**config.mk**
```make
export PLATFORM = sky130hd
export DESIGN_NAME = variable_partition_allocator_core
export DESIGN_NICKNAME = d
export VERILOG_FILES = /design/src/design/vpa_pkg.sv /design/src/design/vpa_cell.sv /design/src/design/variable_partition_allocator_core.sv
export SDC_FILE = /design/constraint.sdc
export NUM_CORES = 2
export LEC_CHECK = 0
export ABC_AREA = 1
export BUFFER_PORTS_ARGS = -buffer_cell sky130_fd_sc_hd__buf_2
export CORE_UTILIZATION = 32
export DETAILED_ROUTE_END_ITERATION = 8
export GPL_TIMING_DRIVEN = 0
export PLACE_DENSITY_LB_ADDON = 0.15
export REMOVE_ABC_BUFFERS = 1
export SYNTH_ARGS = -nofsm -noshare
export SYNTH_HDL_FRONTEND = slang
export SYNTH_HIERARCHICAL = 1
export SYNTH_SLANG_ARGS = --single-unit
```
**constraint.sdc**
```tcl
create_clock -name clk -period 18.75 [get_ports clk]
set_input_delay 3.75 -clock clk [delete_from_list [all_inputs] [get_ports clk]]
set_output_delay 3.75 -clock clk [all_outputs]
set_load 0.01 [all_outputs]
```
**src/design/vpa_pkg.sv**
```systemverilog
// Shared types and constants for the variable partition allocator.
`default_nettype none
package vpa_pkg;
  localparam int ADDR_BITS = 16;
  localparam int SIZE_W = ADDR_BITS + 1;
  localparam int PID_W = 4;
  localparam int POS_W = 7;
  localparam int MAX_OWNERS_DEF = 16;
  localparam logic [SIZE_W-1:0] POOL_RESET = SIZE_W'(1024);
  localparam logic [SIZE_W-1:0] POOL_LIMIT = SIZE_W'(1) << ADDR_BITS;

  localparam logic [2:0] ST_OK = 3'd0;
  localparam logic [2:0] ST_NO_FIT = 3'd1;
  localparam logic [2:0] ST_NO_ID = 3'd2;
  localparam logic [2:0] ST_BAD_ID = 3'd3;
  localparam logic [2:0] ST_ZERO = 3'd4;

  localparam logic [1:0] POL_BEST = 2'd1;
  localparam logic [1:0] POL_WORST = 2'd2;

  localparam logic REG_POOL = 1'b0;
  localparam logic REG_FIT = 1'b1;
  localparam logic FN_ALLOC = 1'b0;

  typedef struct packed {
    logic              func;
    logic [16:0]       request_size;
    logic [PID_W-1:0]  release_pid;
  } in_t;

  typedef struct packed {
    logic [2:0]        status;
    logic [PID_W-1:0]  owner_id;
    logic [15:0]       block_start;
    logic [16:0]       block_size;
  } out_t;

  typedef struct packed {
    logic                 valid;
    logic [ADDR_BITS-1:0] start;
    logic [SIZE_W-1:0]    len;
  } seg_t;

  typedef enum logic [2:0] {
    OP_HOLD, OP_LOAD, OP_WRITE, OP_REMOVE, OP_INSERT
  } cell_op_t;

  typedef struct packed {
    cell_op_t         op;
    logic [POS_W-1:0] pos;
    seg_t             data;
  } cell_cmd_t;

  typedef enum logic [2:0] {
    S_IDLE, S_ASCAN, S_AUPD, S_RLOOK, S_RSCAN, S_RUPD, S_RRM
  } state_t;
endpackage
`default_nettype wire

```
**src/design/vpa_cell.sv**
```systemverilog
// One entry of the free segment chain; shifts to and from its neighbors.
`default_nettype none
module vpa_cell #(
  parameter int IDX = 0
) (
  input  wire                     clk,
  input  wire                     rst_n,
  input  wire vpa_pkg::cell_cmd_t cmd,
  input  wire vpa_pkg::seg_t      below,
  input  wire vpa_pkg::seg_t      above,
  output vpa_pkg::seg_t           q
);
  import vpa_pkg::*;

  localparam logic [POS_W-1:0] ME = POS_W'(IDX);

  seg_t q_r, q_nxt;

  always_comb begin
    q_nxt = q_r;
    case (cmd.op)
      OP_LOAD: begin
        q_nxt = '0;
        if (IDX == 0) begin
          q_nxt.valid = 1'b1;
          q_nxt.len = cmd.data.len;
        end
      end
      OP_WRITE: begin
        if (cmd.pos == ME) q_nxt = cmd.data;
      end
      OP_REMOVE: begin
        if (ME >= cmd.pos) q_nxt = above;
      end
      OP_INSERT: begin
        if (ME > cmd.pos) q_nxt = below;
        else if (ME == cmd.pos) q_nxt = cmd.data;
      end
      default: q_nxt = q_r;
    endcase
  end

  always_ff @(posedge clk) begin
    if (!rst_n) begin
      q_r <= '0;
      if (IDX == 0) begin
        q_r.valid <= 1'b1;
        q_r.len <= POOL_RESET;
      end
    end else begin
      q_r <= q_nxt;
    end
  end

  assign q = q_r;
endmodule
`default_nettype wire

```
**src/design/variable_partition_allocator_core.sv**
```systemverilog
// Top level: segment chain, owner table and request sequencer.
`default_nettype none
// Allocator with first, best or worst fit over a chain of MAX_OWNERS+1
// free-segment cells. Requests are taken when start is high and busy low.
// A rejected allocate is answered from the idle state; else the chain is
// scanned one cell per cycle (first fit stops at the first match) and the
// chosen cell is then updated. A rejected release is answered from the idle
// state; else it steps through owner table read, scan for the insert point,
// update, and a remove step when the block merges on both sides. Each
// result shows on out_data for one cycle with out_valid; the receiver
// cannot stall it. A write of pool_size reloads the chain and frees all ids.
module variable_partition_allocator_core #(
  parameter int MAX_OWNERS = vpa_pkg::MAX_OWNERS_DEF
) (
  input  wire                 clk,
  input  wire                 rst_n,
  input  wire                 start,
  output logic                busy,
  input  wire vpa_pkg::in_t   in_data,
  output logic                out_valid,
  output vpa_pkg::out_t       out_data,
  input  wire                 psel,
  input  wire                 penable,
  input  wire                 pwrite,
  input  wire  [2:0]          paddr,
  input  wire  [31:0]         pwdata,
  output logic [31:0]         prdata,
  output logic                pready
);
  import vpa_pkg::*;

  localparam int DEPTH = MAX_OWNERS + 1;
  localparam int SIW = $clog2(DEPTH);
  localparam int IDW = $clog2(MAX_OWNERS);
  localparam logic [SIW-1:0] LAST = SIW'(DEPTH - 1);

  state_t state_r, state_nxt;
  logic [SIW-1:0] idx_r, idx_nxt, pick_r, pick_nxt, rd_idx;
  logic pick_ok_r, pick_ok_nxt;
  logic [SIZE_W-1:0] best_r, best_nxt, req_r, req_nxt;
  logic [IDW-1:0] id_r, id_nxt, free_id, pid_idx;
  logic free_ok;
  logic [MAX_OWNERS-1:0] use_r, use_nxt;
  logic [POS_W-1:0] p_r, p_nxt;
  logic prev_adj_r, prev_adj_nxt, next_adj_r, next_adj_nxt, prev_ok_r, prev_ok_nxt;
  logic [SIZE_W-1:0] prev_len_r, prev_len_nxt, next_len_r, next_len_nxt;
  logic [SIZE_W-1:0] prev_end_r, prev_end_nxt;
  logic [ADDR_BITS-1:0] prev_start_r, prev_start_nxt;
  logic [SIZE_W-1:0] pool_r, pool_nxt, pool_v;
  logic [1:0] fit_r, fit_nxt;
  logic out_valid_r, out_valid_nxt;
  out_t out_r, out_nxt;
  logic cfg_wr, accept, pid_bad, mem_we, mem_re;
  logic [ADDR_BITS-1:0] mem_wstart, own_start_r;
  logic [SIZE_W-1:0] mem_wsize, own_len_r, end17, new_len;
  cell_cmd_t cmd;
  seg_t cell_q [DEPTH];
  seg_t rd;

  logic [ADDR_BITS-1:0] mem_start [MAX_OWNERS];
  logic [SIZE_W-1:0] own_len [MAX_OWNERS];

  for (genvar g = 0; g < DEPTH; g++) begin : g_cell
    vpa_cell #(.IDX(g)) u_cell (
      .clk   (clk),
      .rst_n (rst_n),
      .cmd   (cmd),
      .below ((g == 0) ? seg_t'('0) : cell_q[(g == 0) ? 0 : g - 1]),
      .above ((g == DEPTH - 1) ? seg_t'('0) : cell_q[(g == DEPTH - 1) ? g : g + 1]),
      .q     (cell_q[g])
    );
  end

  assign cfg_wr = psel & penable & pwrite;
  assign pready = 1'b1;
  assign busy = (state_r != S_IDLE);
  assign accept = start & ~busy;
  assign out_valid = out_valid_r;
  assign out_data = out_r;
  assign pid_idx = IDW'(in_data.release_pid);
  assign pid_bad = (int'(in_data.release_pid) >= MAX_OWNERS) || !use_r[pid_idx];
  assign rd_idx = (state_r == S_AUPD) ? pick_r : idx_r;
  assign rd = cell_q[rd_idx];
  assign end17 = {1'b0, own_start_r} + own_len_r;
  assign new_len = rd.len - req_r;
  assign mem_re = accept && (in_data.func != FN_ALLOC);

  always_comb begin
    prdata = (paddr[2] == REG_POOL) ? {{(32 - SIZE_W){1'b0}}, pool_r} : {30'd0, fit_r};
  end

  always_comb begin
    free_id = '0;
    free_ok = 1'b0;
    for (int i = MAX_OWNERS - 1; i >= 0; i--) begin
      if (!use_r[i]) begin
        free_id = IDW'(i);
        free_ok = 1'b1;
      end
    end
  end

  always_comb begin
    pool_v = pwdata[SIZE_W-1:0];
    if (pool_v == '0) pool_v = SIZE_W'(1);
    if (pool_v > POOL_LIMIT) pool_v = POOL_LIMIT;
  end

  always_comb begin
    state_nxt = state_r;
    case (state_r)
      S_IDLE: begin
        if (accept) begin
          if (in_data.func == FN_ALLOC) begin
            if (in_data.request_size != '0 && free_ok) state_nxt = S_ASCAN;
          end else if (!pid_bad) begin
            state_nxt = S_RLOOK;
          end
        end
      end
      S_ASCAN: begin
        if (!rd.valid || idx_r == LAST) state_nxt = pick_ok_nxt ? S_AUPD : S_IDLE;
        else if (pick_ok_nxt && fit_r != POL_BEST && fit_r != POL_WORST) state_nxt = S_AUPD;
      end
      S_AUPD:  state_nxt = S_IDLE;
      S_RLOOK: state_nxt = S_RSCAN;
      S_RSCAN: begin
        if (!rd.valid || rd.start > own_start_r || idx_r == LAST) state_nxt = S_RUPD;
      end
      S_RUPD:  state_nxt = (prev_adj_r && next_adj_r) ? S_RRM : S_IDLE;
      S_RRM:   state_nxt = S_IDLE;
      default: state_nxt = S_IDLE;
    endcase
  end

  always_comb begin
    idx_nxt = idx_r;
    pick_nxt = pick_r;
    pick_ok_nxt = pick_ok_r;
    best_nxt = best_r;
    req_nxt = req_r;
    id_nxt = id_r;
    use_nxt = use_r;
    p_nxt = p_r;
    prev_adj_nxt = prev_adj_r;
    next_adj_nxt = next_adj_r;
    prev_ok_nxt = prev_ok_r;
    prev_len_nxt = prev_len_r;
    next_len_nxt = next_len_r;
    prev_end_nxt = prev_end_r;
    prev_start_nxt = prev_start_r;
    pool_nxt = pool_r;
    fit_nxt = fit_r;
    out_valid_nxt = 1'b0;
    out_nxt = out_r;
    mem_we = 1'b0;
    mem_wstart = rd.start;
    mem_wsize = req_r;
    cmd = '0;
    cmd.op = OP_HOLD;

    case (state_r)
      S_IDLE: begin
        if (accept) begin
          idx_nxt = '0;
          pick_ok_nxt = 1'b0;
          prev_ok_nxt = 1'b0;
          req_nxt = in_data.request_size;
          if (in_data.func == FN_ALLOC) begin
            id_nxt = free_id;
            if (in_data.request_size == '0 || !free_ok) begin
              out_valid_nxt = 1'b1;
              out_nxt = '0;
              out_nxt.status = (in_data.request_size == '0) ? ST_ZERO : ST_NO_ID;
            end
          end else begin
            id_nxt = pid_idx;
            if (pid_bad) begin
              out_valid_nxt = 1'b1;
              out_nxt = '0;
              out_nxt.status = ST_BAD_ID;
              out_nxt.owner_id = in_data.release_pid;
            end else begin
              use_nxt[pid_idx] = 1'b0;
            end
          end
        end
      end
      S_ASCAN: begin
        if (rd.valid && rd.len >= req_r) begin
          if (!pick_ok_r) begin
            pick_nxt = idx_r;
            best_nxt = rd.len;
            pick_ok_nxt = 1'b1;
          end else if ((fit_r == POL_BEST && rd.len < best_r) ||
                       (fit_r == POL_WORST && rd.len > best_r)) begin
            pick_nxt = idx_r;
            best_nxt = rd.len;
          end
        end
        idx_nxt = idx_r + SIW'(1);
        if ((!rd.valid || idx_r == LAST) && !pick_ok_nxt) begin
          out_valid_nxt = 1'b1;
          out_nxt = '0;
          out_nxt.status = ST_NO_FIT;
        end
      end
      S_AUPD: begin
        mem_we = 1'b1;
        use_nxt[id_r] = 1'b1;
        cmd.pos = POS_W'(pick_r);
        if (new_len == '0) begin
          cmd.op = OP_REMOVE;
        end else begin
          cmd.op = OP_WRITE;
          cmd.data.valid = 1'b1;
          cmd.data.start = rd.start + req_r[ADDR_BITS-1:0];
          cmd.data.len = new_len;
        end
        out_valid_nxt = 1'b1;
        out_nxt.status = ST_OK;
        out_nxt.owner_id = PID_W'(id_r);
        out_nxt.block_start = rd.start;
        out_nxt.block_size = req_r;
      end
      S_RLOOK: begin
        idx_nxt = '0;
      end
      S_RSCAN: begin
        if (!rd.valid || rd.start > own_start_r) begin
          p_nxt = POS_W'(idx_r);
          next_adj_nxt = rd.valid && (end17 == {1'b0, rd.start});
          next_len_nxt = rd.len;
          prev_adj_nxt = prev_ok_r && (prev_end_r == {1'b0, own_start_r});
        end else begin
          prev_end_nxt = {1'b0, rd.start} + rd.len;
          prev_len_nxt = rd.len;
          prev_start_nxt = rd.start;
          prev_ok_nxt = 1'b1;
          idx_nxt = idx_r + SIW'(1);
          if (idx_r == LAST) begin
            p_nxt = POS_W'(DEPTH);
            next_adj_nxt = 1'b0;
            prev_adj_nxt = (prev_end_nxt == {1'b0, own_start_r});
          end
        end
      end
      S_RUPD: begin
        out_nxt.status = ST_OK;
        out_nxt.owner_id = PID_W'(id_r);
        out_nxt.block_start = own_start_r;
        out_nxt.block_size = own_len_r;
        out_valid_nxt = !(prev_adj_r && next_adj_r);
        cmd.data.valid = 1'b1;
        if (prev_adj_r) begin
          cmd.op = OP_WRITE;
          cmd.pos = p_r - POS_W'(1);
          cmd.data.start = prev_start_r;
          cmd.data.len = prev_len_r + own_len_r + (next_adj_r ? next_len_r : '0);
        end else if (next_adj_r) begin
          cmd.op = OP_WRITE;
          cmd.pos = p_r;
          cmd.data.start = own_start_r;
          cmd.data.len = next_len_r + own_len_r;
        end else begin
          cmd.op = cell_q[DEPTH-1].valid ? OP_HOLD : OP_INSERT;
          cmd.pos = p_r;
          cmd.data.start = own_start_r;
          cmd.data.len = own_len_r;
        end
      end
      S_RRM: begin
        cmd.op = OP_REMOVE;
        cmd.pos = p_r;
        out_valid_nxt = 1'b1;
      end
      default: ;
    endcase

    if (cfg_wr) begin
      if (paddr[2] == REG_POOL) begin
        pool_nxt = pool_v;
        use_nxt = '0;
        cmd = '0;
        cmd.op = OP_LOAD;
        cmd.data.len = pool_v;
      end else begin
        fit_nxt = pwdata[1:0];
      end
    end
  end

  always_ff @(posedge clk) begin
    if (mem_we) begin
      mem_start[id_r] <= mem_wstart;
      own_len[id_r] <= mem_wsize;
    end
    if (mem_re) begin
      own_start_r <= mem_start[pid_idx];
      own_len_r <= own_len[pid_idx];
    end
  end

  always_ff @(posedge clk) begin
    if (!rst_n) begin
      state_r <= S_IDLE;
      use_r <= '0;
      pool_r <= POOL_RESET;
      fit_r <= '0;
      out_valid_r <= 1'b0;
      pick_ok_r <= 1'b0;
      prev_ok_r <= 1'b0;
    end else begin
      state_r <= state_nxt;
      use_r <= use_nxt;
      pool_r <= pool_nxt;
      fit_r <= fit_nxt;
      out_valid_r <= out_valid_nxt;
      pick_ok_r <= pick_ok_nxt;
      prev_ok_r <= prev_ok_nxt;
    end
  end

  always_ff @(posedge clk) begin
    idx_r <= idx_nxt;
    pick_r <= pick_nxt;
    best_r <= best_nxt;
    req_r <= req_nxt;
    id_r <= id_nxt;
    p_r <= p_nxt;
    prev_adj_r <= prev_adj_nxt;
    next_adj_r <= next_adj_nxt;
    prev_len_r <= prev_len_nxt;
    next_len_r <= next_len_nxt;
    prev_end_r <= prev_end_nxt;
    prev_start_r <= prev_start_nxt;
    out_r <= out_nxt;
  end
endmodule
`default_nettype wire

```
After elaboration in Yosys (flattened, before gate mapping):

Memory sizes are Yosys's and may differ from the RTL's. A register that Yosys moved wholly into a read port is not among the register bits.
Cells that the tools add are included.

* register bits: 781
* latch bits: 0
* memory bits (writable): 528
* ROM bits: 0
* input bits: 63
* output and inout port bits: 75
* word-level logic and storage cells: 505
* memories: 2

* add/sub/neg operators: 9
* multiply operators: 0
* divide/modulo/power cells: 0
* magnitude comparators: 44
* equality and inequality tests: 109
* shift-type cells: 0
* muxes and demuxes: 194
* bitwise operators: 10
* reductions and logical operators: 63

Memories
* own_len: words 16, width 17, rd ports 1, clocked after Yosys merged registers in 1, write ports 1, line variable_partition_allocator_core.sv:61 `logic [SIZE_W-1:0] own_len [MAX_OWNERS];`
* mem_start: words 16, width 16, rd ports 1, clocked after Yosys merged registers in 1, write ports 1, line variable_partition_allocator_core.sv:60 `logic [ADDR_BITS-1:0] mem_start [MAX_OWNERS];`

Operators with widths (number)
* $mux W34: 70
* $pmux W34 S4: 17
* $mux W40: 5
* $bmux W34 S5: 1
* $pmux W40 S4: 1
* $mux W17: 7
* $mux W44: 2
* $mux W16: 5
* $ne A2 B1 Y1 const B: 35
* $mux W4: 17
* $pmux W34 S2: 1
* $reduce_and A4 Y1: 16
* $eq A4 B7 Y1 const A: 8
* $eq A7 B4 Y1 const B: 8
* $ge A4 B7 Y1 const A: 8
* $gt A4 B7 Y1 const A: 8
* $add A17 B17 Y17: 3
* $eq A17 B16 Y1: 3
* $logic_not A17 Y1: 3
* $ne A3 B1 Y1 const B: 16
* $mux W1: 37
* $mux W5: 7
* $add A16 B17 Y17: 2
* $mux W33: 1
* 66 further kinds: 148

Logic depth before layout (Yosys ltp):

* depth in word-level cells: 22
* depth in mapped cells: 39

By module:

Netlist, hierarchy kept.

Modules (own cells, without submodules)
* variable_partition_allocator_core: times used 1, cells each 4296, area an instance 41484.8 um^2, seq. area each 22531.6 um^2
* vpa_cell at g_cell[14].u_cell: times used 1, cells each 507, area an instance 2931.6 um^2, seq. area each 680.7 um^2
* vpa_cell at g_cell[11].u_cell: times used 1, cells each 502, area an instance 2901.5 um^2, seq. area each 680.7 um^2
* vpa_cell at g_cell[3].u_cell: times used 1, cells each 495, area an instance 2881.5 um^2, seq. area each 680.7 um^2
* vpa_cell at g_cell[16].u_cell: times used 1, cells each 539, area an instance 2867.8 um^2, seq. area each 680.7 um^2
* vpa_cell at g_cell[15].u_cell: times used 1, cells each 496, area an instance 2837.7 um^2, seq. area each 680.7 um^2
* vpa_cell at g_cell[10].u_cell: times used 1, cells each 502, area an instance 2807.7 um^2, seq. area each 680.7 um^2
* vpa_cell at g_cell[12].u_cell: times used 1, cells each 502, area an instance 2738.9 um^2, seq. area each 680.7 um^2
* vpa_cell at g_cell[4].u_cell: times used 1, cells each 510, area an instance 2738.9 um^2, seq. area each 680.7 um^2
* vpa_cell at g_cell[6].u_cell: times used 1, cells each 498, area an instance 2708.8 um^2, seq. area each 680.7 um^2
* vpa_cell at g_cell[7].u_cell: times used 1, cells each 494, area an instance 2701.3 um^2, seq. area each 680.7 um^2
* vpa_cell at g_cell[2].u_cell: times used 1, cells each 499, area an instance 2686.3 um^2, seq. area each 680.7 um^2
* vpa_cell at g_cell[13].u_cell: times used 1, cells each 501, area an instance 2668.8 um^2, seq. area each 680.7 um^2
* vpa_cell at g_cell[5].u_cell: times used 1, cells each 493, area an instance 2662.6 um^2, seq. area each 680.7 um^2
* 4 more rows

Worst setup path before layout:

No wires, ideal clock.

* path kind: input -> register
* start: input psel
* end: register g_cell[11].u_cell.q_r (netlist bit g_cell[11].u_cell/q[10])
* setup time: 0.071 ns
* data arrival time: 10.244 ns
* path slack: 8.434 ns
* cell stages on the path: 12
* buffers on the path: 1
* cell sequence: nand3_1 -> nor2_1 -> nor4_1 -> inv_1 -> nand2_1 -> nor2_4 -> nand2_1 -> nand3_4 -> nor2_8 -> buf_8 -> nand2_2 -> a21oi_2

RTL lines
* start, declared: line variable_partition_allocator_core.sv:22 `input wire psel,`
* end signal, assigned: line vpa_cell.sv:51 `q_r <= q_nxt;`
* end, declared: line vpa_cell.sv:17 `seg_t q_r, q_nxt;`

==> flow_summary.yaml <==
status:
  run_status: "finished, violations left"
  violated_checks: "capacitance limit, slew limit"
critical_path:
  worst_path_most_repeated_cell: "sky130_fd_sc_hd__nand2_1"
  r2r-end: "g_cell[1].u_cell/q[16]$_SDFFE_PN0P_"
  crit_slowest_cell: "sky130_fd_sc_hd__nand3_2"
  reg2reg_from: "state_r[1]$_SDFFE_PN0P_"
  setup.worst_path.start_class: "flop"
  worst-endpoint-arrival_ns: 12.94
  reg2reg_depth: 35
  endpoint_kind: "flop"
  critical_path.max_fanout: 63
  cp_slowest_stage_delay_ns: 0.92
  critPathRequiredTime_ns: 19.44
  r2r_slack_ns: 6.50
  critPathKind: "flop to flop"
yosys:
  synthDominantAreaCellType: "sky130_fd_sc_hd__edfxtp_1"
  yosys.cell_types.count: 77
  ys_ff_latch: 1342
  synth.yosys.seq_area_share_pct: 39.0
  synth_top_area_share_pct: 24.8
  most_frequently_used_flop_master_after_synthesis: "sky130_fd_sc_hd__edfxtp_1"
  async_reset_ff_share_pct: 0
  synth_enable_flop_cells: 723
  syn_area_sq_mm: 0.0874
  syn-mean-instance-area_sq_um: 6.92
  synthTopCellsByArea: "sky130_fd_sc_hd__edfxtp_1, sky130_fd_sc_hd__dfxtp_1, sky130_fd_sc_hd__nand2_1"
  synth-warning-count: 6
  synth_cells: 12600
global_route:
  antenna_found_initial: 7
  grt_first_pass_wirelength_microns: 580000
  grt_pass1_vias: 80500
  grt_max_degree: 129
  grt_util_overall_pct: 28.3
  grt_overflow: 0
power:
  maximum_resistive_drop_on_vdd_mv: 0.137
  seqPwrFrac_pct: 27.9
  clock_share_of_power_pct: 24.5
  pwr-share-comb_pct: 47.6
  leakage_uw: 0.0372
  internal_power_uw: 7280
  total_power_uw: 13800
  power-per-cell-area_mw_per_mm2: 139
  power_switching_uw: 6560
  sw_frac_of_total_pct: 47.4
layout:
  layoutNonFillerInstCount: 16200
  post_route_cell_area_sq_mm: 0.0995
  post_route_cells_drive_above_1_share_pct: 8.77
  areaGrowthSynthToFinish_pct: 13.8
  final_nets: 12700
sta:
  finalHoldViolations: 0
  timing_worst_slew_pin_value_ns: 1.50
  setup_viol_count_final: 0
  timing.slew.headroom_pct: -1.27
  clock_skew_ns: 0.102
  timing_max_transition_violations_final: 2
  fmax_mhz: 81.6
  rsz0062_at_grt: "no"
  finalSetupTns_ns: 0
  final.period_utilization_pct: 65.3
  fin_crit_ns: 12.25
clock_network:
  cts.clk_slew.worst_paths_ns: 0.06
  htree_num_levels: 4
  clock_sink_count: 1342
  cts.repair.resized: 0
  tritoncts: "yes"
  clock_tree.root_cell: "sky130_fd_sc_hd__clkbuf_16"
  clk_latency_ns: 0.91
  post_cts_buffers: 0
  hold_buffers: 0
  tritoncts.num_buffers: 176
  clockBufferDepth: 4
floorplan:
  die_h_microns: 525
  initial_utilization_pct: 32.2
  floorplan.rows: 191
  io-pin-count: 138
  chipWidth_microns: 525
  fp.dieArea_sq_mm: 0.275
  core-area_sq_mm: 0.271
worst_hold_path:
  worst_hold_startpoint: "idx_r[4]$_SDFFCE_PN0P_"
  worstHoldPathType: "flop to flop"
  worst_hold_path.endpoint: "pick_r[4]$_DFFE_PP_"
  worst_hold_path.num_cells: 0
routing:
  detail_route.iter0.violations: 10800
  route.detailed.wl_per_inst_microns: 25.1
  drt-vias-per-instance: 5.43
  dr_total_vias: 87700
  first_pass_iters: 8
  ant_nets: 0
  wl_microns: 406000
  drc_violations_left: 0
placed_design:
  dpl.cell_count: 15800
  numPortBuffers: 104
  detailedPlacementHpwl_microns: 278000
  detailed_place.area_sq_mm: 0.0938
  gp_congestion: 0.921
job:
  maxCapViolCount: 2
==> metrics by stage <==
stage / util [%] / setup WS, ns / hold slack (ns)
after floorplan: - / 4.20 / 0.445
after global placement: 32.8 / -11.06 / 0.458
after detailed placement: 34.6 / 6.80 / 0.474
after CTS: 36.6 / 6.80 / 0.482
after global routing: 36.7 / 6.25 / 0.495
final: 36.7 / 6.50 / 0.482
==> worst max path at each step <==
stage | from | to | slack (ns)
6_report | state_r[1]$_SDFFE_PN0P_ | g_cell[1].u_cell/q[16]$_SDFFE_PN0P_ | 6.50
5_1_grt | state_r[1]$_SDFFE_PN0P_ | g_cell[1].u_cell/q[9]$_SDFFE_PN0P_ | 6.25
4_1_cts | state_r[1]$_SDFFE_PN0P_ | g_cell[1].u_cell/q[9]$_SDFFE_PN0P_ | 6.80
3_5_place_dp | state_r[1]$_SDFFE_PN0P_ | g_cell[1].u_cell/q[9]$_SDFFE_PN0P_ | 6.80
3_3_place_gp | state_r[1]$_SDFFE_PN0P_ | g_cell[13].u_cell/q[25]$_SDFFE_PN0P_ | -11.06
2_1_floorplan | state_r[0]$_SDFFE_PN0P_ | g_cell[6].u_cell/q[0]$_SDFFE_PN0P_ | 4.20
==> synth_stat cells (9+ instances only) <==
library cell and count:
sky130_fd_sc_hd__nand2_1 3004, sky130_fd_sc_hd__inv_1 2174, sky130_fd_sc_hd__a21oi_1 1238, sky130_fd_sc_hd__nand3_1 1174, sky130_fd_sc_hd__nor2_1 1071, sky130_fd_sc_hd__edfxtp_1 723, sky130_fd_sc_hd__dfxtp_1 619, sky130_fd_sc_hd__o21ai_0 363
sky130_fd_sc_hd__clkbuf_1 361, sky130_fd_sc_hd__a22oi_1 283, sky130_fd_sc_hd__nand4_1 230, sky130_fd_sc_hd__buf_2 158, sky130_fd_sc_hd__nand2_2 133, sky130_fd_sc_hd__a21oi_2 131, sky130_fd_sc_hd__ha_1 131, sky130_fd_sc_hd__buf_4 78
sky130_fd_sc_hd__o22ai_1 77, sky130_fd_sc_hd__buf_1 66, sky130_fd_sc_hd__xor2_1 58, sky130_fd_sc_hd__clkinv_1 36, sky130_fd_sc_hd__inv_2 36, sky130_fd_sc_hd__a2111o_1 33, sky130_fd_sc_hd__buf_6 33, sky130_fd_sc_hd__o211ai_1 31
sky130_fd_sc_hd__o21ai_1 29, sky130_fd_sc_hd__nand3_2 26, sky130_fd_sc_hd__xnor2_1 24, sky130_fd_sc_hd__nor3_1 23, sky130_fd_sc_hd__fa_1 22, sky130_fd_sc_hd__nor2_4 20, sky130_fd_sc_hd__nor2_2 19, sky130_fd_sc_hd__a31oi_1 18
sky130_fd_sc_hd__or2_2 17, sky130_fd_sc_hd__o221ai_1 16, sky130_fd_sc_hd__o21bai_1 14, sky130_fd_sc_hd__nor4_1 12, sky130_fd_sc_hd__o21ai_2 12, sky130_fd_sc_hd__o2111ai_1 11, sky130_fd_sc_hd__nand3_4 9, sky130_fd_sc_hd__o31ai_1 9
==> area by class of cell <==
class                      instances  area [sq um]
antenna                            2          5.00
clock buffer                     233          4800
clock inverter                    79           783
fill                           28600        172000
inverter                        2254          8500
multi-input combinational       8373         42300
sequential                      1342         34100
tap                             3570          4470
timing repair buffer             297          4500
==> flip-flops by register name, indices dropped and copies added (netlist names), 17 cells and up <==
register	count
out_data	40
mem_wsize	17
mem_start	256
own_len_r	17
next_len_r	17
g_cell.u_cell/q	578
prev_len_r	17
prev_end_r	17
pool_r	17
best_r	17
own_len	272
==> layer usage <==
metal  up-vias  GRT usage, %  wire (microns)
li1      40500             -               -
met1     41900          39.3          174000
met2      4549          42.0          171000
met3       732          5.70           40000
met4         4          13.0           20600
met5         -             0              27
==> critical path, delay by kind of cell, from the launching register on <==
family          cells  cell delay (ns)
xor+xnor            1             0.24
simple gates       18             5.59
fa+ha+maj           1             0.35
compound gates      8             2.25
buf+inv             7             2.93
flops               1             0.53
==> layout by cell type, fill, tap and decap left out, types with 153 or more instances in the layout <==
| cell type | count |
|---|---|
| sky130_fd_sc_hd__a21oi_1 | 1219 |
| sky130_fd_sc_hd__a22oi_1 | 283 |
| sky130_fd_sc_hd__clkbuf_16 | 176 |
| sky130_fd_sc_hd__dfxtp_1 | 619 |
| sky130_fd_sc_hd__edfxtp_1 | 723 |
| sky130_fd_sc_hd__inv_1 | 2169 |
| sky130_fd_sc_hd__nand2_1 | 2982 |
| sky130_fd_sc_hd__nand2_2 | 153 |
| sky130_fd_sc_hd__nand3_1 | 1166 |
| sky130_fd_sc_hd__nand4_1 | 230 |
| sky130_fd_sc_hd__nor2_1 | 1041 |
| sky130_fd_sc_hd__o21ai_0 | 355 |
==> cells by family after synthesis <==
logic type,share of synthesized area [%]
other cells,0.00859
simple gates,28.5
compound gates,15.6
buf+inv,13.7
xor+xnor,0.866
fa+ha+maj,2.38
flops,39.0
==> power by group through the flow <==
stage | registers, uW | clock network, uW | logic (uW)
floorplan | 3820 | 0 | 3520
detailed placement | 3920 | 0 | 6380
global route | 3880 | 3540 | 6930
global placement | 3950 | 0 | 6360
CTS | 3860 | 3440 | 6410
finish | 3860 | 3390 | 6590
Note: power is estimated with default switching activity, not from simulation.
